--- config.mk ---
export PLATFORM = sky130hd
export DESIGN_NAME = wav_header_stream_parser_top_flat
export DESIGN_NICKNAME = d
export VERILOG_FILES = /design/src/rtl/whsp_pkg.sv /design/src/rtl/whsp_in_if.sv /design/src/rtl/whsp_out_if.sv /design/src/rtl/wav_header_stream_parser_top.sv /design/src/rtl/whsp_step.sv /design/src/flat_wrapper.sv
export SDC_FILE = /design/constraint.sdc
export NUM_CORES = 1
export LEC_CHECK = 0
export ABC_AREA = 1
export BUFFER_PORTS_ARGS = -buffer_cell sky130_fd_sc_hd__clkbuf_2
export CAP_MARGIN = 20
export CELL_PAD_IN_SITES_DETAIL_PLACEMENT = 2
export CELL_PAD_IN_SITES_GLOBAL_PLACEMENT = 2
export CORE_AREA = 2 2 232 234
export CTS_CLUSTER_SIZE = 12
export DETAILED_ROUTE_END_ITERATION = 10
export DIE_AREA = 0 0 234 236
export HOLD_SLACK_MARGIN = 0.1
export PLACE_DENSITY_LB_ADDON = 0.15
export REMOVE_ABC_BUFFERS = 1
export SLEW_MARGIN = 20
export SYNTH_ARGS = -nofsm -noshare
export SYNTH_HDL_FRONTEND = slang
export SYNTH_SLANG_ARGS = --single-unit
--- constraint.sdc ---
create_clock -name clk -period 11.34 [get_ports clk]
set_input_delay 1.701 -clock clk [delete_from_list [all_inputs] [get_ports clk]]
set_output_delay 1.701 -clock clk [all_outputs]
set_load 0.05 [all_outputs]
--- src/rtl/whsp_pkg.sv ---
// Package: types, codes and magic constants shared by the WAV header parser.
`timescale 1ns / 1ps

package whsp_pkg;

    // Parse phase; the error phases latch a failure until the next first byte
    typedef enum logic [3:0] {
        PH_RIFF       = 4'd0,
        PH_FMTHDR     = 4'd1,
        PH_FMTBODY    = 4'd2,
        PH_FMTSKIP    = 4'd3,
        PH_CHUNKHDR   = 4'd4,
        PH_SKIP       = 4'd5,
        PH_PAYLOAD    = 4'd6,
        PH_DONE       = 4'd7,
        PH_ERR_NORIFF = 4'd8,
        PH_ERR_NOWAVE = 4'd9,
        PH_ERR_NOFMT  = 4'd10,
        PH_ERR_BADFMT = 4'd11,
        PH_ERR_NODATA = 4'd12
    } phase_t;

    // Result status codes
    typedef enum logic [3:0] {
        ST_HEADER  = 4'd0,
        ST_READY   = 4'd1,
        ST_PAYLOAD = 4'd2,
        ST_IGNORED = 4'd3,
        ST_NORIFF  = 4'd4,
        ST_NOWAVE  = 4'd5,
        ST_NOFMT   = 4'd6,
        ST_BADFMT  = 4'd7,
        ST_NODATA  = 4'd8
    } status_t;

    // Chunk ids, first character in the top byte
    localparam logic [31:0] TAG_RIFF = 32'h5249_4646;
    localparam logic [31:0] TAG_WAVE = 32'h5741_5645;
    localparam logic [31:0] TAG_FMT  = 32'h666D_7420;
    localparam logic [31:0] TAG_DATA = 32'h6461_7461;

    localparam logic [31:0] FMT_BODY_BYTES = 32'd16;
    localparam logic [15:0] FMT_PCM        = 16'd1;
    localparam logic [15:0] FMT_FLOAT      = 16'd3;

    // Parser state carried from one byte to the next
    typedef struct packed {
        phase_t      phase;
        logic [31:0] pos;
        logic [7:0]  fmt_lo;
        logic        mismatch;
        logic [31:0] fmt_size;
        logic [31:0] chunk_len;
        logic [31:0] rate;
        logic [15:0] bits;
        logic [15:0] chans;
        logic        is_float;
    } parse_state_t;

    localparam parse_state_t RESET_STATE = '{phase: PH_RIFF, default: '0};

    // One result item
    typedef struct packed {
        status_t     status;
        logic [7:0]  payload_byte;
        logic        payload_last;
        logic [31:0] sample_rate;
        logic [15:0] bits_per_sample;
        logic [15:0] num_channels;
        logic [31:0] data_size;
        logic        is_float;
    } result_t;

    // Pick character idx (0 = first) of a chunk id
    function automatic logic [7:0] tag_byte(input logic [31:0] tag, input logic [1:0] idx);
        logic [31:0] shifted;
        shifted = tag >> {~idx, 3'b000};
        return shifted[7:0];
    endfunction

    // Map an error status to its latched phase
    function automatic phase_t err_phase(input status_t code);
        phase_t ph;
        unique case (code)
            ST_NORIFF: ph = PH_ERR_NORIFF;
            ST_NOWAVE: ph = PH_ERR_NOWAVE;
            ST_NOFMT:  ph = PH_ERR_NOFMT;
            ST_BADFMT: ph = PH_ERR_BADFMT;
            default:   ph = PH_ERR_NODATA;
        endcase
        return ph;
    endfunction

    // Map a latched error phase back to its status
    function automatic status_t err_status(input phase_t ph);
        status_t code;
        unique case (ph)
            PH_ERR_NORIFF: code = ST_NORIFF;
            PH_ERR_NOWAVE: code = ST_NOWAVE;
            PH_ERR_NOFMT:  code = ST_NOFMT;
            PH_ERR_BADFMT: code = ST_BADFMT;
            default:       code = ST_NODATA;
        endcase
        return code;
    endfunction

endpackage

--- src/rtl/whsp_in_if.sv ---
// Interface: byte stream channel into the WAV header parser.
`timescale 1ns / 1ps

interface whsp_in_if;
    logic       valid;
    logic       ready;
    logic [7:0] stream_byte;
    logic       first_byte;
    logic       end_of_stream;

    modport source (output valid, output stream_byte, output first_byte,
                    output end_of_stream, input ready);
    modport sink   (input valid, input stream_byte, input first_byte,
                    input end_of_stream, output ready);
endinterface

--- src/rtl/whsp_out_if.sv ---
// Interface: result channel out of the WAV header parser.
`timescale 1ns / 1ps

interface whsp_out_if;
    logic        valid;
    logic        ready;
    logic [3:0]  status;
    logic [7:0]  payload_byte;
    logic        payload_last;
    logic [31:0] sample_rate;
    logic [15:0] bits_per_sample;
    logic [15:0] num_channels;
    logic [31:0] data_size;
    logic        is_float;

    modport source (output valid, output status, output payload_byte,
                    output payload_last, output sample_rate, output bits_per_sample,
                    output num_channels, output data_size, output is_float,
                    input ready);
    modport sink   (input valid, input status, input payload_byte,
                    input payload_last, input sample_rate, input bits_per_sample,
                    input num_channels, input data_size, input is_float,
                    output ready);
endinterface

--- src/rtl/wav_header_stream_parser_top.sv ---
// Top level: WAV header parser with payload pass-through, one byte per cycle unless stalled.
//
//  Channel | Modport | Payload                                         | Direction
//  --------+---------+-------------------------------------------------+----------
//  stream  | sink    | stream_byte, first_byte, end_of_stream          | in
//  result  | source  | status, payload_byte, payload_last, sample_rate,| out
//          |         | bits_per_sample, num_channels, data_size,       |
//          |         | is_float                                        |
//
// One request is taken per cycle unless the output register is stalled; its result
// appears in the output register in the cycle after it is taken. It is produced by the
// single state update between the parser state and output registers.
// stream.ready is high while the output register is empty or being drained.
// rst_n clears the parser to expect the RIFF magic and empties the output.
`timescale 1ns / 1ps

module wav_header_stream_parser_top (
    input logic        clk,
    input logic        rst_n,
    whsp_in_if.sink    stream,
    whsp_out_if.source result
);
    import whsp_pkg::*;

    parse_state_t state_reg;
    parse_state_t state_next;
    result_t      result_reg;
    result_t      result_next;
    logic         out_valid_reg;
    logic         accept;

    // Take a request when the output register is free or draining
    assign stream.ready = !out_valid_reg || result.ready;
    assign accept       = stream.valid && stream.ready;

    whsp_step u_step (
        .state         (state_reg),
        .stream_byte   (stream.stream_byte),
        .first_byte    (stream.first_byte),
        .end_of_stream (stream.end_of_stream),
        .state_next    (state_next),
        .res           (result_next)
    );

    // Advance parser state on each accepted request
    always_ff @(posedge clk or negedge rst_n)
    begin
        if (!rst_n)
        begin
            state_reg <= RESET_STATE;
        end
        else if (accept)
        begin
            state_reg <= state_next;
        end
    end

    // Hold the result until the sink takes it
    always_ff @(posedge clk or negedge rst_n)
    begin
        if (!rst_n)
        begin
            out_valid_reg <= 1'b0;
        end
        else if (accept)
        begin
            out_valid_reg <= 1'b1;
        end
        else if (result.ready)
        begin
            out_valid_reg <= 1'b0;
        end
    end

    always_ff @(posedge clk)
    begin
        if (accept)
        begin
            result_reg <= result_next;
        end
    end

    assign result.valid           = out_valid_reg;
    assign result.status          = result_reg.status;
    assign result.payload_byte    = result_reg.payload_byte;
    assign result.payload_last    = result_reg.payload_last;
    assign result.sample_rate     = result_reg.sample_rate;
    assign result.bits_per_sample = result_reg.bits_per_sample;
    assign result.num_channels    = result_reg.num_channels;
    assign result.data_size       = result_reg.data_size;
    assign result.is_float        = result_reg.is_float;

`ifndef SYNTHESIS
    // A latched error keeps its phase until a first byte
    a_err_latched : assert property (@(posedge clk) disable iff (!rst_n)
        (accept && !stream.first_byte && state_reg.phase >= PH_ERR_NORIFF)
        |=> (state_reg.phase == $past(state_reg.phase)))
        else $error("latched error phase changed without a first byte");

    // A latched error answers with an error status
    a_err_status : assert property (@(posedge clk) disable iff (!rst_n)
        (accept && !stream.first_byte && state_reg.phase >= PH_ERR_NORIFF)
        |=> (result_reg.status >= ST_NORIFF))
        else $error("latched error produced a non-error status");

    // The last mark only rides on header ready or payload
    a_last_kind : assert property (@(posedge clk) disable iff (!rst_n)
        (out_valid_reg && result_reg.payload_last)
        |-> (result_reg.status == ST_READY || result_reg.status == ST_PAYLOAD))
        else $error("payload_last on a result that is not ready or payload");

    // Back-pressure only while a result is stalled
    a_ready_stall : assert property (@(posedge clk) disable iff (!rst_n)
        !stream.ready |-> (out_valid_reg && !result.ready))
        else $error("stream stalled with no pending result");
`endif

endmodule

--- src/rtl/whsp_step.sv ---
// Module: per-byte next-state and result logic of the WAV header parser.
`timescale 1ns / 1ps

module whsp_step (
    input  whsp_pkg::parse_state_t state,
    input  logic [7:0]             stream_byte,
    input  logic                   first_byte,
    input  logic                   end_of_stream,
    output whsp_pkg::parse_state_t state_next,
    output whsp_pkg::result_t      res
);
    import whsp_pkg::*;

    parse_state_t cur;
    parse_state_t nxt;
    status_t      st;
    logic [7:0]   pbyte;
    logic         plast;
    logic [32:0]  pos_inc;
    logic [32:0]  fmt_extra;
    logic [32:0]  skip_target;
    logic [15:0]  fmt_code;
    logic         show;

    // Restart from the reset state on a first byte
    assign cur = first_byte ? RESET_STATE : state;

    assign pos_inc     = {1'b0, cur.pos} + 33'd1;
    assign fmt_extra   = {1'b0, cur.fmt_size} - {1'b0, FMT_BODY_BYTES}
                       + {32'd0, cur.fmt_size[0]};
    assign skip_target = {1'b0, cur.chunk_len} + {32'd0, cur.chunk_len[0]};
    assign fmt_code    = {stream_byte, cur.fmt_lo};

    always_comb
    begin
        nxt   = cur;
        st    = ST_HEADER;
        pbyte = 8'd0;
        plast = 1'b0;

        if (cur.phase >= PH_ERR_NORIFF)
        begin
            // Hold the latched error
            st = err_status(cur.phase);
        end
        else if (end_of_stream)
        begin
            // Classify where the file ended
            if (cur.phase == PH_DONE)
            begin
                st = ST_IGNORED;
            end
            else
            begin
                case (cur.phase)
                    PH_RIFF:    st = (cur.pos < 32'd4) ? ST_NORIFF : ST_NOWAVE;
                    PH_FMTHDR:  st = (cur.pos < 32'd4) ? ST_NOFMT : ST_BADFMT;
                    PH_FMTBODY: st = (cur.pos < 32'd2) ? ST_BADFMT : ST_NODATA;
                    default:    st = ST_NODATA;
                endcase
                nxt.phase = err_phase(st);
            end
        end
        else
        begin
            unique case (cur.phase)
                PH_RIFF:
                begin
                    // Check RIFF magic, skip size, check WAVE magic
                    if (cur.pos < 32'd4 && stream_byte != tag_byte(TAG_RIFF, cur.pos[1:0]))
                    begin
                        st        = ST_NORIFF;
                        nxt.phase = PH_ERR_NORIFF;
                    end
                    else if (cur.pos >= 32'd8
                             && stream_byte != tag_byte(TAG_WAVE, cur.pos[1:0]))
                    begin
                        st        = ST_NOWAVE;
                        nxt.phase = PH_ERR_NOWAVE;
                    end
                    else if (cur.pos >= 32'd11)
                    begin
                        nxt.phase = PH_FMTHDR;
                        nxt.pos   = '0;
                    end
                    else
                    begin
                        nxt.pos = pos_inc[31:0];
                    end
                end
                PH_FMTHDR:
                begin
                    // Check fmt magic, then collect the fmt size
                    if (cur.pos < 32'd4 && stream_byte != tag_byte(TAG_FMT, cur.pos[1:0]))
                    begin
                        st        = ST_NOFMT;
                        nxt.phase = PH_ERR_NOFMT;
                    end
                    else
                    begin
                        if (cur.pos >= 32'd4)
                        begin
                            nxt.fmt_size[8*cur.pos[1:0] +: 8] = stream_byte;
                        end
                        if (cur.pos >= 32'd7)
                        begin
                            nxt.phase = PH_FMTBODY;
                            nxt.pos   = '0;
                        end
                        else
                        begin
                            nxt.pos = pos_inc[31:0];
                        end
                    end
                end
                PH_FMTBODY:
                begin
                    // Collect format, channels, rate and bits
                    if (cur.pos == 32'd1 && fmt_code != FMT_PCM && fmt_code != FMT_FLOAT)
                    begin
                        st        = ST_BADFMT;
                        nxt.phase = PH_ERR_BADFMT;
                    end
                    else
                    begin
                        if (cur.pos == 32'd0)
                        begin
                            nxt.fmt_lo = stream_byte;
                        end
                        else if (cur.pos == 32'd1)
                        begin
                            nxt.is_float = (fmt_code == FMT_FLOAT);
                        end
                        else if (cur.pos < 32'd4)
                        begin
                            nxt.chans[8*cur.pos[0] +: 8] = stream_byte;
                        end
                        else if (cur.pos < 32'd8)
                        begin
                            nxt.rate[8*cur.pos[1:0] +: 8] = stream_byte;
                        end
                        else if (cur.pos >= 32'd14)
                        begin
                            nxt.bits[8*cur.pos[0] +: 8] = stream_byte;
                        end

                        if (cur.pos >= 32'd15)
                        begin
                            if (cur.fmt_size > FMT_BODY_BYTES)
                            begin
                                nxt.phase = PH_FMTSKIP;
                                nxt.pos   = '0;
                            end
                            else
                            begin
                                nxt.phase     = PH_CHUNKHDR;
                                nxt.pos       = '0;
                                nxt.mismatch  = 1'b0;
                                nxt.chunk_len = '0;
                            end
                        end
                        else
                        begin
                            nxt.pos = pos_inc[31:0];
                        end
                    end
                end
                PH_FMTSKIP, PH_SKIP:
                begin
                    // Drop extra fmt bytes or an unknown chunk with its pad byte
                    if (pos_inc >= ((cur.phase == PH_FMTSKIP) ? fmt_extra : skip_target))
                    begin
                        nxt.phase     = PH_CHUNKHDR;
                        nxt.pos       = '0;
                        nxt.mismatch  = 1'b0;
                        nxt.chunk_len = '0;
                    end
                    else
                    begin
                        nxt.pos = pos_inc[31:0];
                    end
                end
                PH_CHUNKHDR:
                begin
                    // Compare the chunk id against data, then collect its length
                    if (cur.pos < 32'd4)
                    begin
                        if (stream_byte != tag_byte(TAG_DATA, cur.pos[1:0]))
                        begin
                            nxt.mismatch = 1'b1;
                        end
                        nxt.pos = pos_inc[31:0];
                    end
                    else
                    begin
                        nxt.chunk_len[8*cur.pos[1:0] +: 8] = stream_byte;
                        if (cur.pos < 32'd7)
                        begin
                            nxt.pos = pos_inc[31:0];
                        end
                        else
                        begin
                            nxt.pos = '0;
                            if (!cur.mismatch)
                            begin
                                st = ST_READY;
                                if (nxt.chunk_len == 32'd0)
                                begin
                                    nxt.phase = PH_DONE;
                                    plast     = 1'b1;
                                end
                                else
                                begin
                                    nxt.phase = PH_PAYLOAD;
                                end
                            end
                            else if (nxt.chunk_len == 32'd0)
                            begin
                                nxt.mismatch = 1'b0;
                            end
                            else
                            begin
                                nxt.phase = PH_SKIP;
                            end
                        end
                    end
                end
                PH_PAYLOAD:
                begin
                    // Pass the byte through and mark the last one
                    st    = ST_PAYLOAD;
                    pbyte = stream_byte;
                    if (pos_inc >= {1'b0, cur.chunk_len})
                    begin
                        plast     = 1'b1;
                        nxt.phase = PH_DONE;
                    end
                    else
                    begin
                        nxt.pos = pos_inc[31:0];
                    end
                end
                default:
                begin
                    st = ST_IGNORED;
                end
            endcase
        end
    end

    // Show header values from header ready onward
    assign show = (nxt.phase == PH_PAYLOAD) || (nxt.phase == PH_DONE);

    assign state_next          = nxt;
    assign res.status          = st;
    assign res.payload_byte    = pbyte;
    assign res.payload_last    = plast;
    assign res.sample_rate     = show ? nxt.rate : 32'd0;
    assign res.bits_per_sample = show ? nxt.bits : 16'd0;
    assign res.num_channels    = show ? nxt.chans : 16'd0;
    assign res.data_size       = show ? nxt.chunk_len : 32'd0;
    assign res.is_float        = show & nxt.is_float;

endmodule
--- src/flat_wrapper.sv ---
// flat-port wrapper written by rule: the top's interface ports become plain ports
module wav_header_stream_parser_top_flat import whsp_pkg::*;
  (clk, rst_n, stream_valid, stream_stream_byte, stream_first_byte, stream_end_of_stream, stream_ready, result_valid, result_status, result_payload_byte, result_payload_last, result_sample_rate, result_bits_per_sample, result_num_channels, result_data_size, result_is_float, result_ready);
  whsp_in_if stream_i ();
  whsp_out_if result_i ();
  input logic clk;
  input logic rst_n;
  input wire logic [$bits(stream_i.valid)-1:0] stream_valid;
  input wire logic [$bits(stream_i.stream_byte)-1:0] stream_stream_byte;
  input wire logic [$bits(stream_i.first_byte)-1:0] stream_first_byte;
  input wire logic [$bits(stream_i.end_of_stream)-1:0] stream_end_of_stream;
  output wire logic [$bits(stream_i.ready)-1:0] stream_ready;
  output wire logic [$bits(result_i.valid)-1:0] result_valid;
  output wire logic [$bits(result_i.status)-1:0] result_status;
  output wire logic [$bits(result_i.payload_byte)-1:0] result_payload_byte;
  output wire logic [$bits(result_i.payload_last)-1:0] result_payload_last;
  output wire logic [$bits(result_i.sample_rate)-1:0] result_sample_rate;
  output wire logic [$bits(result_i.bits_per_sample)-1:0] result_bits_per_sample;
  output wire logic [$bits(result_i.num_channels)-1:0] result_num_channels;
  output wire logic [$bits(result_i.data_size)-1:0] result_data_size;
  output wire logic [$bits(result_i.is_float)-1:0] result_is_float;
  input wire logic [$bits(result_i.ready)-1:0] result_ready;
  assign stream_i.valid = stream_valid;
  assign stream_i.stream_byte = stream_stream_byte;
  assign stream_i.first_byte = stream_first_byte;
  assign stream_i.end_of_stream = stream_end_of_stream;
  assign stream_ready = stream_i.ready;
  assign result_valid = result_i.valid;
  assign result_status = result_i.status;
  assign result_payload_byte = result_i.payload_byte;
  assign result_payload_last = result_i.payload_last;
  assign result_sample_rate = result_i.sample_rate;
  assign result_bits_per_sample = result_i.bits_per_sample;
  assign result_num_channels = result_i.num_channels;
  assign result_data_size = result_i.data_size;
  assign result_is_float = result_i.is_float;
  assign result_i.ready = result_ready;
  wav_header_stream_parser_top u_core (.clk(clk), .rst_n(rst_n), .stream(stream_i), .result(result_i));
endmodule
==> out/summary.txt, run 1 <==
==================================================================================================
Clock buffers created by TritonCTS ..................................................           37
Fraction of power consumed by sequential logic ......................................        0.343
Tcrit/Tclk final ....................................................................        0.818
TritonRoute pass-1 iters ............................................................            5
Area added between synthesis and finish .............................................        11.9%
FP Rows .............................................................................           85
Final min period ....................................................................      9270 ps
Category of the critical setup timing path .......................................... input pin to flop
Synth Flop Type ..................................................................... sky130_fd_sc_hd__dfrtp_1
Outcome ............................................................................. finished, final reports clean
Post-Syn Instances ..................................................................         2892
FF+latch count, synth ...............................................................          285
Power Dens Cells ....................................................................  156 mW/mm^2
Boundary Pins .......................................................................          126
Count of unique library cells instantiated by Yosys .................................           60
Total standard cell area after synthesis ............................................ 0.0204 sq mm
Number of vias per cell .............................................................         6.02
Wire length per cell after detailed routing .........................................      27.4 um
Clock latency at the later pin of the worst-skew pair ...............................       580 ps
Slew Viols, Final ...................................................................            0
Slack of the worst reg-to-reg path ..................................................      3340 ps
Min-delay worst type ................................................................ flop to flop
Wire length after detailed routing ..................................................    101000 um
Buf/Inv on CP .......................................................................            6
Highest clock rate ..................................................................    0.108 GHz
Die X-Extent ........................................................................       234 um
First-pass GRT wire length ..........................................................    152000 um
Worst hold endpoint ................................................................. u_core.state_reg[125]
Worst R2R Path Depth ................................................................           28
Maximum level of the CTS H-tree .....................................................            2
Required time at the endpoint of the critical path ..................................     11740 ps
Max-cap violation count .............................................................            0
Total of cells resized after clock tree synthesis ...................................            0
Maximum buffer depth of the clock tree ..............................................            3
Antenna violations before repair ....................................................            0
Total GRT Usage .....................................................................        0.364
Internal power consumption ..........................................................      2.11 mW
Number of buffers added on ports ....................................................          125
Switching portion of total power ....................................................        0.408
Max reg flops .......................................................................          174
Count of unresolved DRC violations after routing ....................................            0
Share of synthesized area occupied by flip-flops and latches ........................        0.376
Routability Congestion ..............................................................        0.962
Skew final ..........................................................................      29.4 ps
CTS tree ............................................................................        built
Largest incremental delay on the critical path ......................................       760 ps
Setup violators final ...............................................................            0
Cts hold-fix bufs ...................................................................            0
Final-layout setup total negative slack .............................................         0 ps
Worst-path cell with the longest stage delay ........................................ sky130_fd_sc_hd__nor2_1
Vias in the first global route ......................................................        24.1k
Asr flop ratio synth ................................................................        0.614
Worst hold stages ...................................................................            2
Overall overflow remaining after global route .......................................            0
Capture point of the worst reg-to-reg path .......................................... u_core.result.sample_rate[15]
Critical Path Fanout Max ............................................................           51
Root buffer cell .................................................................... sky130_fd_sc_hd__clkbuf_16
Leakage power .......................................................................      9.93 nW
Core Util, Final ....................................................................        0.431
Power share of the combinational group ..............................................        0.320
Beginning of the worst hold path .................................................... u_core.state_reg[125]
Unrepaired setup endpoints after global routing .....................................           no
Fraction of layout cells with a size suffix above 1 .................................        0.101
Max-slew headroom ...................................................................        0.144
Clock transition time at the flip-flop clock pins of the worst setup and hold paths .        60 ps
Area of the core .................................................................... 0.0531 sq mm
Transition time at the pin with the least slew margin ...............................      1270 ps
Fin. Hold Viols .....................................................................            0
Net count of the finished layout ....................................................         3057
Most frequent cells in the layout ................................................... 633 x sky130_fd_sc_hd__nand2_1, 388 x sky130_fd_sc_hd__nor2_1, 366 x sky130_fd_sc_hd__inv_1, 299 x sky130_fd_sc_hd__o21ai_0, 175 x sky130_fd_sc_hd__dfrtp_1
Dpl hpwl ............................................................................     74200 um
Remaining antenna violation count ...................................................            0
Overall die height ..................................................................       236 um
Reg2reg start ....................................................................... u_core.state_reg[138]
Count of routing violations after the opening detailed-route iteration ..............         1495
Count of flip-flops with a built-in enable after synthesis ..........................          110
Clock Power Share ...................................................................        0.337
Die area ............................................................................ 0.0552 sq mm
Worst setup EP type .................................................................         flop
Initial core utilization ............................................................        0.385
Data arrival time of the critical path ..............................................      9670 ps
Total number of clock tree sinks ....................................................          285
Number of setup buffers added after CTS .............................................            0
Cell seen most often among critical-path stages ..................................... sky130_fd_sc_hd__nor2_1
Net Sw Power ........................................................................      1.45 mW
DR vias .............................................................................        22.2k
Mapped Avg Cell Area ................................................................   7.06 sq um
Number of warning messages in the yosys log .........................................            0
Max IR drop VDD .....................................................................     0.113 mV
Most common cell after layout, fill and taps aside .................................. sky130_fd_sc_hd__nand2_1
Pin count of the biggest net entering global routing ................................           78
Startpoint kind of the worst setup timing path ......................................    input pin
Crit path max-delay family .......................................................... simple AND/OR/NAND/NOR gates
==================================================================================================
==> cells in the mapped netlist, types with 20 or more instances <==
cell type,count,area (sq um)
sky130_fd_sc_hd__nor2_2,38,238
sky130_fd_sc_hd__nand3_1,129,646
sky130_fd_sc_hd__dfrtp_1,175,4380
sky130_fd_sc_hd__nand2_1,634,2380
sky130_fd_sc_hd__o21ai_0,299,1500
sky130_fd_sc_hd__edfxtp_1,110,3300
sky130_fd_sc_hd__xor2_1,38,333
sky130_fd_sc_hd__a21oi_1,146,731
sky130_fd_sc_hd__o211ai_1,32,240
sky130_fd_sc_hd__nand4_1,62,388
sky130_fd_sc_hd__a31oi_1,20,125
sky130_fd_sc_hd__o22ai_1,24,150
sky130_fd_sc_hd__clkbuf_1,80,300
sky130_fd_sc_hd__inv_1,367,1380
sky130_fd_sc_hd__nor3_1,51,255
sky130_fd_sc_hd__ha_1,76,951
sky130_fd_sc_hd__nor2_1,392,1470
==> tightest hold or removal path: stages (launching register included) <==
cell and delay (ps):
sky130_fd_sc_hd__dfrtp_1 340, sky130_fd_sc_hd__nand2_1 60, sky130_fd_sc_hd__nand2_1 50
==> per-stage QoR <==
step / power [mW] / instances / worst slack [ps] / hold slack, ps / instance area, sq um
global placement: 2.29 / 3623 / 1990 / 464 / 21600
CTS: 3.55 / 3691 / 2150 / 489 / 22800
finish: 3.56 / 3693 / 2070 / 484 / 22900
global route: 3.70 / 3692 / 1290 / 508 / 22900
detailed placement: 2.34 / 3623 / 1620 / 473 / 21600
floorplan: 1.90 / 2770 / 1290 / 449 / 19800
==> worst max-delay path by stage <==
stage	startpoint	cells after the start	end
floorplan	result_ready	6	u_core.state_reg[131]
global placement	stream_first_byte	37	u_core.result.sample_rate[19]
finish	stream_first_byte	37	u_core.result.sample_rate[15]
detailed placement	stream_first_byte	37	u_core.result.sample_rate[15]
global route	stream_first_byte	37	u_core.result.sample_rate[15]
CTS	stream_first_byte	37	u_core.result.sample_rate[15]
==> per-layer routing <==
metal,track usage,share of wire,routed length [um]
met3,0.0398,0.045,4560
met4,0.168,0.047,4780
met2,0.623,0.49,49600
met5,0,0,0
met1,0.458,0.42,42200
==> area by class of cell <==
class                           count  area, sq um
Clock buffer                       57         1070
Inverter                          379         1430
Sequential cell                   285         7680
Clock inverter                     11          124
Antenna cell                        1         2.50
Timing Repair Buffer              158          917
Multi-Input combinational cell   2106        10800
Fill cell                        6288        30200
Tap cell                          696          871
==> cell families (layout without fill, tap and decap cells) <==
kind of cell	Yosys count	count (layout)	synth area share
other	0	1	0
muxes	2	2	0.00104
DFF	285	285	0.376
adders and majority gates	76	76	0.0466
xor gates and xnor gates	42	42	0.0180
and+or+nand+nor	1359	1359	0.285
AOI/OAI and AO/OA	627	627	0.175
buffers and inverters	501	605	0.0987
==> power groups by stage <==
stage	sequential (mW)	clock, mW	combinational, mW
floorplan	1.30	0	0.601
global placement	1.23	0	1.06
detailed placement	1.24	0	1.10
CTS	1.22	1.21	1.12
global route	1.23	1.25	1.23
finish	1.22	1.20	1.14
Power figures use the tool's default switching activity.
==> inputs of run 2 (changes only) <==
CORE_AREA = 2 2 256 258   (was 2 2 232 234)
DIE_AREA = 0 0 258 260   (was 0 0 234 236)
clock period = 7.9 ns   (was 11.34 ns; I/O delays follow)
==> run 2 against run 1 <==
Against the previous run: sequential share of layout area fell by 0.87 points; wire length rose by 1.5%; die area rose by 21%; combinational power rose by 47%; total power rose by 47%; worst hold slack got worse by 2.7 ps; final cell count rose by 5.4%; cell area rose by 2.7%; first-iteration DRC count fell by 8.4%; critical path depth fell by 8; critical path type unchanged; largest cell class unchanged; highest routed layer unchanged.
==> out/summary.txt, run 2 (synthesized netlist as in run 1, its figures left out) <==
==================================================================================================
Routability Congestion ..............................................................        0.947   -1.5%
Final WS setup ......................................................................      1150 ps   -915 ps
Worst hold endpoint ................................................................. u_core.state_reg[146]
Area of the core .................................................................... 0.0641 sq mm   +21%
Most frequent cells in the layout ................................................... 633 x sky130_fd_sc_hd__nand2_1, 388 x sky130_fd_sc_hd__nor2_1, 365 x sky130_fd_sc_hd__inv_1, 299 x sky130_fd_sc_hd__o21ai_0, 175 x sky130_fd_sc_hd__dfrtp_1
Required time at the endpoint of the critical path ..................................      8200 ps   -3540 ps
Transition time at the pin with the least slew margin ...............................      1090 ps   -183 ps
Diode insertion count for antenna repair ............................................            0   -1
Crit path max-delay family .......................................................... simple AND/OR/NAND/NOR gates
Leakage power .......................................................................      10.2 nW   +2.7%
Worst hold stages ...................................................................            2   unchanged
Placement Setup Slack ...............................................................       621 ps   -1000 ps
Most common cell after layout, fill and taps aside .................................. sky130_fd_sc_hd__nand2_1
Overall die height ..................................................................       260 um   +10%
Dpl hpwl ............................................................................     77600 um   +4.7%
Antenna violations before repair ....................................................            2   +2
Cell seen most often among critical-path stages ..................................... sky130_fd_sc_hd__nand2_1
Fraction of layout cells with a size suffix above 1 .................................        0.114   +0.0127
First-pass GRT wire length ..........................................................    154000 um   +1.7%
Data arrival time of the critical path ..............................................      7050 ps   -2620 ps
Final-layout setup total negative slack .............................................         0 ps   unchanged
Startpoint kind of the worst setup timing path ......................................    input pin
Maximum level of the CTS H-tree .....................................................            2   unchanged
Count of unresolved DRC violations after routing ....................................            0   unchanged
Highest clock rate ..................................................................    0.148 GHz
Core Util, Final ....................................................................        0.366   -0.0647
FP Rows .............................................................................           93   +9.4%
Number of vias per cell .............................................................         5.60   -6.9%
Min-delay worst type ................................................................ flop to flop
Wire length per cell after detailed routing .........................................      26.4 um   -3.7%
Final min period ....................................................................      6750 ps
Die area ............................................................................ 0.0671 sq mm   +21%
Placed Cells ........................................................................         3827   +5.6%
Number of buffers added on ports ....................................................          125   unchanged
Worst setup EP type .................................................................         flop
Pin count of the biggest net entering global routing ................................           97   +24%
Final-layout fill cell count ........................................................         7645   +22%
Max IR drop VDD .....................................................................     0.116 mV   +2.4%
Clock Power Share ...................................................................        0.345   +0.008
Count of routing violations after the opening detailed-route iteration ..............         1370   -8.4%
Clock latency at the later pin of the worst-skew pair ...............................       590 ps   about the same
Fin. Hold Viols .....................................................................            0   unchanged
Largest incremental delay on the critical path ......................................       670 ps   -90 ps
Buf/Inv on CP .......................................................................            5   -1
Unrepaired setup endpoints after global routing .....................................           no
Remaining antenna violation count ...................................................            0   unchanged
CTS tree ............................................................................        built
Beginning of the worst hold path .................................................... u_core.state_reg[146]
Slack of the worst reg-to-reg path ..................................................      1720 ps   -1620 ps
Number of setup buffers added after CTS .............................................            0   unchanged
Net count of the finished layout ....................................................         3101   +1.4%
Maximum buffer depth of the clock tree ..............................................            3   unchanged
Outcome ............................................................................. finished, final reports clean
Max-cap violation count .............................................................            0   unchanged
Total GRT Usage .....................................................................        0.305   -0.0590
Number of standard cells in the layout, taps in and fillers out .....................         3894   +5.4%
Switching portion of total power ....................................................        0.402   -0.00578
Reg2reg start ....................................................................... u_core.state_reg[173]
Final hold slack ....................................................................       481 ps   -2.70 ps
Wire length after detailed routing ..................................................    103000 um   +1.5%
Skew final ..........................................................................      35.2 ps   +5.87 ps
Area added between synthesis and finish .............................................        14.9%
Fraction of power consumed by sequential logic ......................................        0.334   -0.009
Clock transition time at the flip-flop clock pins of the worst setup and hold paths .        60 ps   about the same
Setup violators final ...............................................................            0   unchanged
Power share of the combinational group ..............................................        0.321   about the same
Internal power consumption ..........................................................      3.14 mW   +49%
Cts hold-fix bufs ...................................................................            0   unchanged
Max-slew headroom ...................................................................        0.273   +0.128
Critical Path Fanout Max ............................................................           45   -12%
Net Sw Power ........................................................................      2.11 mW   +45%
Clock buffers created by TritonCTS ..................................................           37   unchanged
Vias in the first global route ......................................................        23.3k   -3.3%
Category of the critical setup timing path .......................................... input pin to flop
Root buffer cell .................................................................... sky130_fd_sc_hd__clkbuf_16
Tcrit/Tclk final ....................................................................        0.854
Capture point of the worst reg-to-reg path .......................................... u_core.result.sample_rate[25]
Total of cells resized after clock tree synthesis ...................................            0   unchanged
Power Dens Cells ....................................................................  224 mW/mm^2   +44%
Initial core utilization ............................................................        0.319   -0.0663
Max reg flops .......................................................................          174   unchanged
Overall overflow remaining after global route .......................................            0   unchanged
Die X-Extent ........................................................................       258 um   +10%
Boundary Pins .......................................................................          126   unchanged
Slew Viols, Final ...................................................................            0   unchanged
DR vias .............................................................................        21.8k   -1.9%
Worst R2R Path Depth ................................................................           26   -7.1%
TritonRoute pass-1 iters ............................................................            7   +2
Worst-path cell with the longest stage delay ........................................ sky130_fd_sc_hd__nor3_1
Total number of clock tree sinks ....................................................          285   unchanged
==================================================================================================
-- run 2: area by class of cell --
type / count / area (sq um) / area share
multi-input cells: 2106 / 10800 / 0.458
flip-flops and latches: 285 / 7680 / 0.327
inverters: 379 / 1430 / 0.0609
repair buffers: 202 / 1280 / 0.0544
well taps: 855 / 1070 / 0.0456
clock buffers: 50 / 995 / 0.0424
clock inverters: 17 / 265 / 0.0113
-- run 2: stage by stage --
step	power [mW]	instance area (sq um)
6_report	5.25	23500
5_1_grt	5.50	23500
4_1_cts	5.28	23500
3_5_place_dp	3.44	22200
3_3_place_gp	3.39	22200
2_1_floorplan	2.73	19800
-- run 2: worst max-delay path by stage --
stage	from	endpoint	slack (ps)	cells after the start
final	stream_first_byte	u_core.result.sample_rate[25]	1150	29
after global routing	stream_first_byte	u_core.result.data_size[3]	620	36
after CTS	stream_first_byte	u_core.result.sample_rate[1]	1230	35
after detailed placement	stream_first_byte	u_core.result.sample_rate[1]	620	36
after global placement	stream_first_byte	u_core.result.data_size[4]	790	35
after floorplan	result_ready	u_core.state_reg[131]	-1640	6
-- run 2: power by group through the flow --
stage / Clock, mW / Combinational (mW) / Sequential, mW
global placement: 0 / 1.62 / 1.77
CTS: 1.85 / 1.68 / 1.75
floorplan: 0 / 0.862 / 1.87
detailed placement: 0 / 1.66 / 1.78
global route: 1.91 / 1.83 / 1.77
finish: 1.81 / 1.68 / 1.75
-- run 2: metal layers --
layer | wire length [um] | track usage | vias to the layer above
li1 | - | - | 9881
met1 | 46100 | 0.406 | 11300
met2 | 49200 | 0.518 | 510
met3 | 3850 | 0.0304 | 165
met4 | 3580 | 0.104 | 0
met5 | 0 | 0 | -
-- run 2: worst min-delay path, delay by kind of cell, from the launching register on --
family / cells / cell delay [ps]
DFF: 1 / 340
and+or+nand+nor: 2 / 110
==> inputs of run 3 (changes only) <==
ABC_AREA = default   (was 1)
CORE_AREA = 2 2 206 258   (was 2 2 256 258)
DIE_AREA = 0 0 208 260   (was 0 0 258 260)
==> run 3 against run 2 <==
Against the previous run: clock skew fell by 19 ps; sequential cell count did not move; register-to-register slack got worse by 620 ps; non-clock buffer count fell by 13; sequential share of layout area rose by 5.0 points; utilization rose by 3.0 points; total power fell by 23%; final cell count fell by 29%; critical endpoint is now u_core.result.data_size[31]; largest power group is now sequential cells; highest routed layer unchanged.
==> out/summary.txt, run 3 <==
==================================================================================================
Count of unresolved DRC violations after routing ....................................            0   unchanged
Boundary Pins .......................................................................          126   unchanged
Transition time at the pin with the least slew margin ...............................      1140 ps   +46.7 ps
FF+latch count, synth ...............................................................          285   unchanged
Wire length per cell after detailed routing .........................................      28.9 um   +9.6%
Maximum buffer depth of the clock tree ..............................................            3   unchanged
Total GRT Usage .....................................................................        0.294   -0.0113
Tcrit/Tclk final ....................................................................        0.910   +0.0554
Count of unique library cells instantiated by Yosys .................................           84   +40%
Clock transition time at the flip-flop clock pins of the worst setup and hold paths .        60 ps   about the same
Capture point of the worst reg-to-reg path .......................................... u_core.result.data_size[31]
Most frequent cells in the layout ................................................... 234 x sky130_fd_sc_hd__nor2_1, 191 x sky130_fd_sc_hd__nand2_1, 175 x sky130_fd_sc_hd__dfrtp_1, 142 x sky130_fd_sc_hd__a21oi_1, 123 x sky130_fd_sc_hd__clkbuf_2
DR vias .............................................................................        17.2k   -21%
Reg2reg start ....................................................................... u_core.state_reg[66]
Outcome ............................................................................. finished, final reports clean
Dpl hpwl ............................................................................     56700 um   -27%
Routability Congestion ..............................................................        0.906   -4.4%
Setup violators final ...............................................................            0   unchanged
Commonest cells post-synth .......................................................... 236 x sky130_fd_sc_hd__nor2_1, 191 x sky130_fd_sc_hd__nand2_1, 175 x sky130_fd_sc_hd__dfrtp_1
Total number of clock tree sinks ....................................................          285   unchanged
TritonRoute pass-1 iters ............................................................            5   -2
Post-Syn Instances ..................................................................         1997   -31%
Leading post-synthesis cells by cell area ........................................... sky130_fd_sc_hd__dfrtp_1 24%, sky130_fd_sc_hd__edfxtp_1 18%, sky130_fd_sc_hd__ha_1 5.3%
Max-slew headroom ...................................................................        0.235   -0.0374
Unrepaired setup endpoints after global routing .....................................           no
Required time at the endpoint of the critical path ..................................      8190 ps   about the same
Number of warning messages in the yosys log .........................................            0   unchanged
Total of cells resized after clock tree synthesis ...................................            0   unchanged
Beginning of the worst hold path .................................................... u_core.state_reg[61]
CTS tree ............................................................................        built
Asr flop ratio synth ................................................................        0.614   unchanged
Buf/Inv on CP .......................................................................            4   -1
Leakage power .......................................................................      8.03 nW   -21%
Number of setup buffers added after CTS .............................................            0   unchanged
Slew Viols, Final ...................................................................            0   unchanged
Largest incremental delay on the critical path ......................................       680 ps   about the same
FP Rows .............................................................................           93   unchanged
Flip-flop and latch area ............................................................ 0.00768 sq mm   unchanged
Cell seen most often among critical-path stages ..................................... sky130_fd_sc_hd__nand3_1
Count of routing violations after the opening detailed-route iteration ..............         1040   -24%
Startpoint kind of the worst setup timing path ......................................    input pin
Cts hold-fix bufs ...................................................................            0   unchanged
Final min period ....................................................................      7190 ps   +437 ps
Fin. Hold Viols .....................................................................            0   unchanged
Maximum level of the CTS H-tree .....................................................            2   unchanged
Share of synthesized area occupied by flip-flops and latches ........................        0.429   +0.0530
Min-delay worst type ................................................................ flop to flop
Most common cell after layout, fill and taps aside .................................. sky130_fd_sc_hd__nor2_1
Skew final ..........................................................................      15.9 ps   -19.4 ps
Worst hold stages ...................................................................            2   unchanged
Synth Flop Type ..................................................................... sky130_fd_sc_hd__dfrtp_1
Worst R2R Path Depth ................................................................           22   -15%
Worst setup EP type .................................................................         flop
Die X-Extent ........................................................................       208 um   -19%
Antenna violations before repair ....................................................            0   -2
Count of flip-flops with a built-in enable after synthesis ..........................          110   unchanged
First-pass GRT wire length ..........................................................    122000 um   -21%
Initial core utilization ............................................................        0.348   +0.0295
Root buffer cell .................................................................... sky130_fd_sc_hd__clkbuf_16
Final-layout setup total negative slack .............................................         0 ps   unchanged
Wire length after detailed routing ..................................................     79900 um   -22%
Net count of the finished layout ....................................................         2164   -30%
Data arrival time of the critical path ..............................................      7480 ps   +430 ps
Mapped Avg Cell Area ................................................................   8.97 sq um   +27%
Slack of the worst reg-to-reg path ..................................................      1100 ps   -620 ps
Critical Path Fanout Max ............................................................           13   -71%
Area added between synthesis and finish .............................................        13.8%
Fraction of layout cells with a size suffix above 1 .................................        0.129   +0.0148
Multi-input gate area in the final layout ........................................... 0.00951 sq mm   -12%
Final hold slack ....................................................................       489 ps   +7.54 ps
Clock latency at the later pin of the worst-skew pair ...............................       550 ps   -40 ps
Vias in the first global route ......................................................        18.6k   -20%
Category of the critical setup timing path .......................................... input pin to flop
Max IR drop VDD .....................................................................     0.130 mV   +12%
Cell with the most instances after synthesis ........................................ sky130_fd_sc_hd__nor2_1
Area share of the leading cell type in the synthesized netlist ......................        0.245   +0.0302
Clock buffers created by TritonCTS ..................................................           34   -8.1%
Area of the core .................................................................... 0.0514 sq mm   -20%
Overall overflow remaining after global route .......................................            0   unchanged
Remaining antenna violation count ...................................................            0   unchanged
Number of vias per cell .............................................................         6.24   +11%
Cells traversed along the worst timing path ......................................... buf_4 -> nor2b_1 -> inv_1 -> or4_1 -> nor4_1 -> nand3_1 -> nor3_1 -> nand3_1 -> nor2_1 -> xor2_1 -> a21oi_1 -> ha_1 -> nand4_1 -> nor4_1 -> buf_4 -> nand3_1 -> nand3_1 -> nor3b_2 -> buf_4 -> or3_1 -> a21oi_1 -> o22a_1 -> nor2_1
Pin count of the biggest net entering global routing ................................           78   -20%
Number of buffers added on ports ....................................................          125   unchanged
Highest clock rate ..................................................................    0.139 GHz   -6.1%
Die area ............................................................................ 0.0541 sq mm   -19%
Worst hold endpoint ................................................................. u_core.state_reg[61]
Total standard cell area after synthesis ............................................ 0.0179 sq mm   -12%
Power Dens Cells ....................................................................  199 mW/mm^2   -11%
Worst-path cell with the longest stage delay ........................................ sky130_fd_sc_hd__or3_1
Core Util, Final ....................................................................        0.396   +0.0302
Library cell occupying the most area in the post-synthesis netlist .................. sky130_fd_sc_hd__dfrtp_1
Max-cap violation count .............................................................            0   unchanged
Final-layout fill cell count ........................................................         5694   -26%
Overall die height ..................................................................       260 um   unchanged
Crit path max-delay family .......................................................... simple AND/OR/NAND/NOR gates
Max reg flops .......................................................................          174   unchanged
==================================================================================================
run 3: layer usage:
layer,vias up,routed length (um),GRT usage
li1,7562,-,-
met1,9041,34300,0.378
met2,476,39200,0.505
met3,165,3450,0.0367
met4,0,3010,0.110
met5,-,0,0
run 3: worst reg2reg max path: stages (launching register included):
cell and delay [ps]:
sky130_fd_sc_hd__dfrtp_1 420, sky130_fd_sc_hd__nor2b_1 420, sky130_fd_sc_hd__inv_1 140, sky130_fd_sc_hd__or4_1 620, sky130_fd_sc_hd__nor4_1 480, sky130_fd_sc_hd__nand3_1 320
sky130_fd_sc_hd__nor3_1 530, sky130_fd_sc_hd__nand3_1 190, sky130_fd_sc_hd__nor2_1 170, sky130_fd_sc_hd__xor2_1 250, sky130_fd_sc_hd__a21oi_1 110, sky130_fd_sc_hd__ha_1 310
sky130_fd_sc_hd__nand4_1 200, sky130_fd_sc_hd__nor4_1 380, sky130_fd_sc_hd__buf_4 200, sky130_fd_sc_hd__nand3_1 70, sky130_fd_sc_hd__nand3_1 170, sky130_fd_sc_hd__nor3b_2 70
sky130_fd_sc_hd__buf_4 190, sky130_fd_sc_hd__or3_1 690, sky130_fd_sc_hd__a21oi_1 350, sky130_fd_sc_hd__o22a_1 200, sky130_fd_sc_hd__nor2_1 50
run 3: worst max-delay path by stage:
stage,from,to,slack [ps],depth (start not counted)
CTS,stream_first_byte,u_core.result.data_size[31],780,23
detailed placement,stream_first_byte,u_core.result.data_size[31],220,23
global placement,stream_first_byte,u_core.result.data_size[31],430,23
finish,stream_first_byte,u_core.result.data_size[31],710,23
floorplan,stream_first_byte,u_core.result.bits_per_sample[14],-180,24
global route,stream_first_byte,u_core.result.data_size[31],290,23
run 3: cells by family after synthesis:
group | count (synthesis) | share of synthesized area
AND/OR/NAND/NOR | 817 | 0.224
adder cells (fa/ha/maj) | 76 | 0.0531
flip-flops | 285 | 0.429
multiplexers | 6 | 0.00342
AO/OA/AOI/OAI | 548 | 0.212
XOR/XNOR | 75 | 0.0367
buffers and inverters | 190 | 0.0421
run 3: cell type report:
class | instances | area share
sequential | 285 | 0.377
timing repair buffer | 189 | 0.0554
clock buffer | 44 | 0.0446
antenna | 2 | 0.000246
tap | 665 | 0.0408
multi-input combinational | 1522 | 0.467
clock inverter | 16 | 0.00743
inverter | 42 | 0.00798
run 3: metrics by stage:
step / power [mW] / setup WS [ps] / instances / area [sq um]
after floorplan: 2.11 / -181 / 1849 / 17300
after global placement: 2.48 / 432 / 2703 / 19300
after detailed placement: 2.50 / 223 / 2703 / 19300
after CTS: 4.08 / 782 / 2763 / 20400
after global routing: 4.19 / 293 / 2763 / 20400
final: 4.05 / 715 / 2765 / 20400
run 3: where the power goes:
group | internal (mW) | switching (mW) | leakage, nW
Combinational | 0.215 | 0.619 | 4.00
Clock | 0.884 | 0.690 | 0.514
Sequential | 1.59 | 0.0592 | 3.52
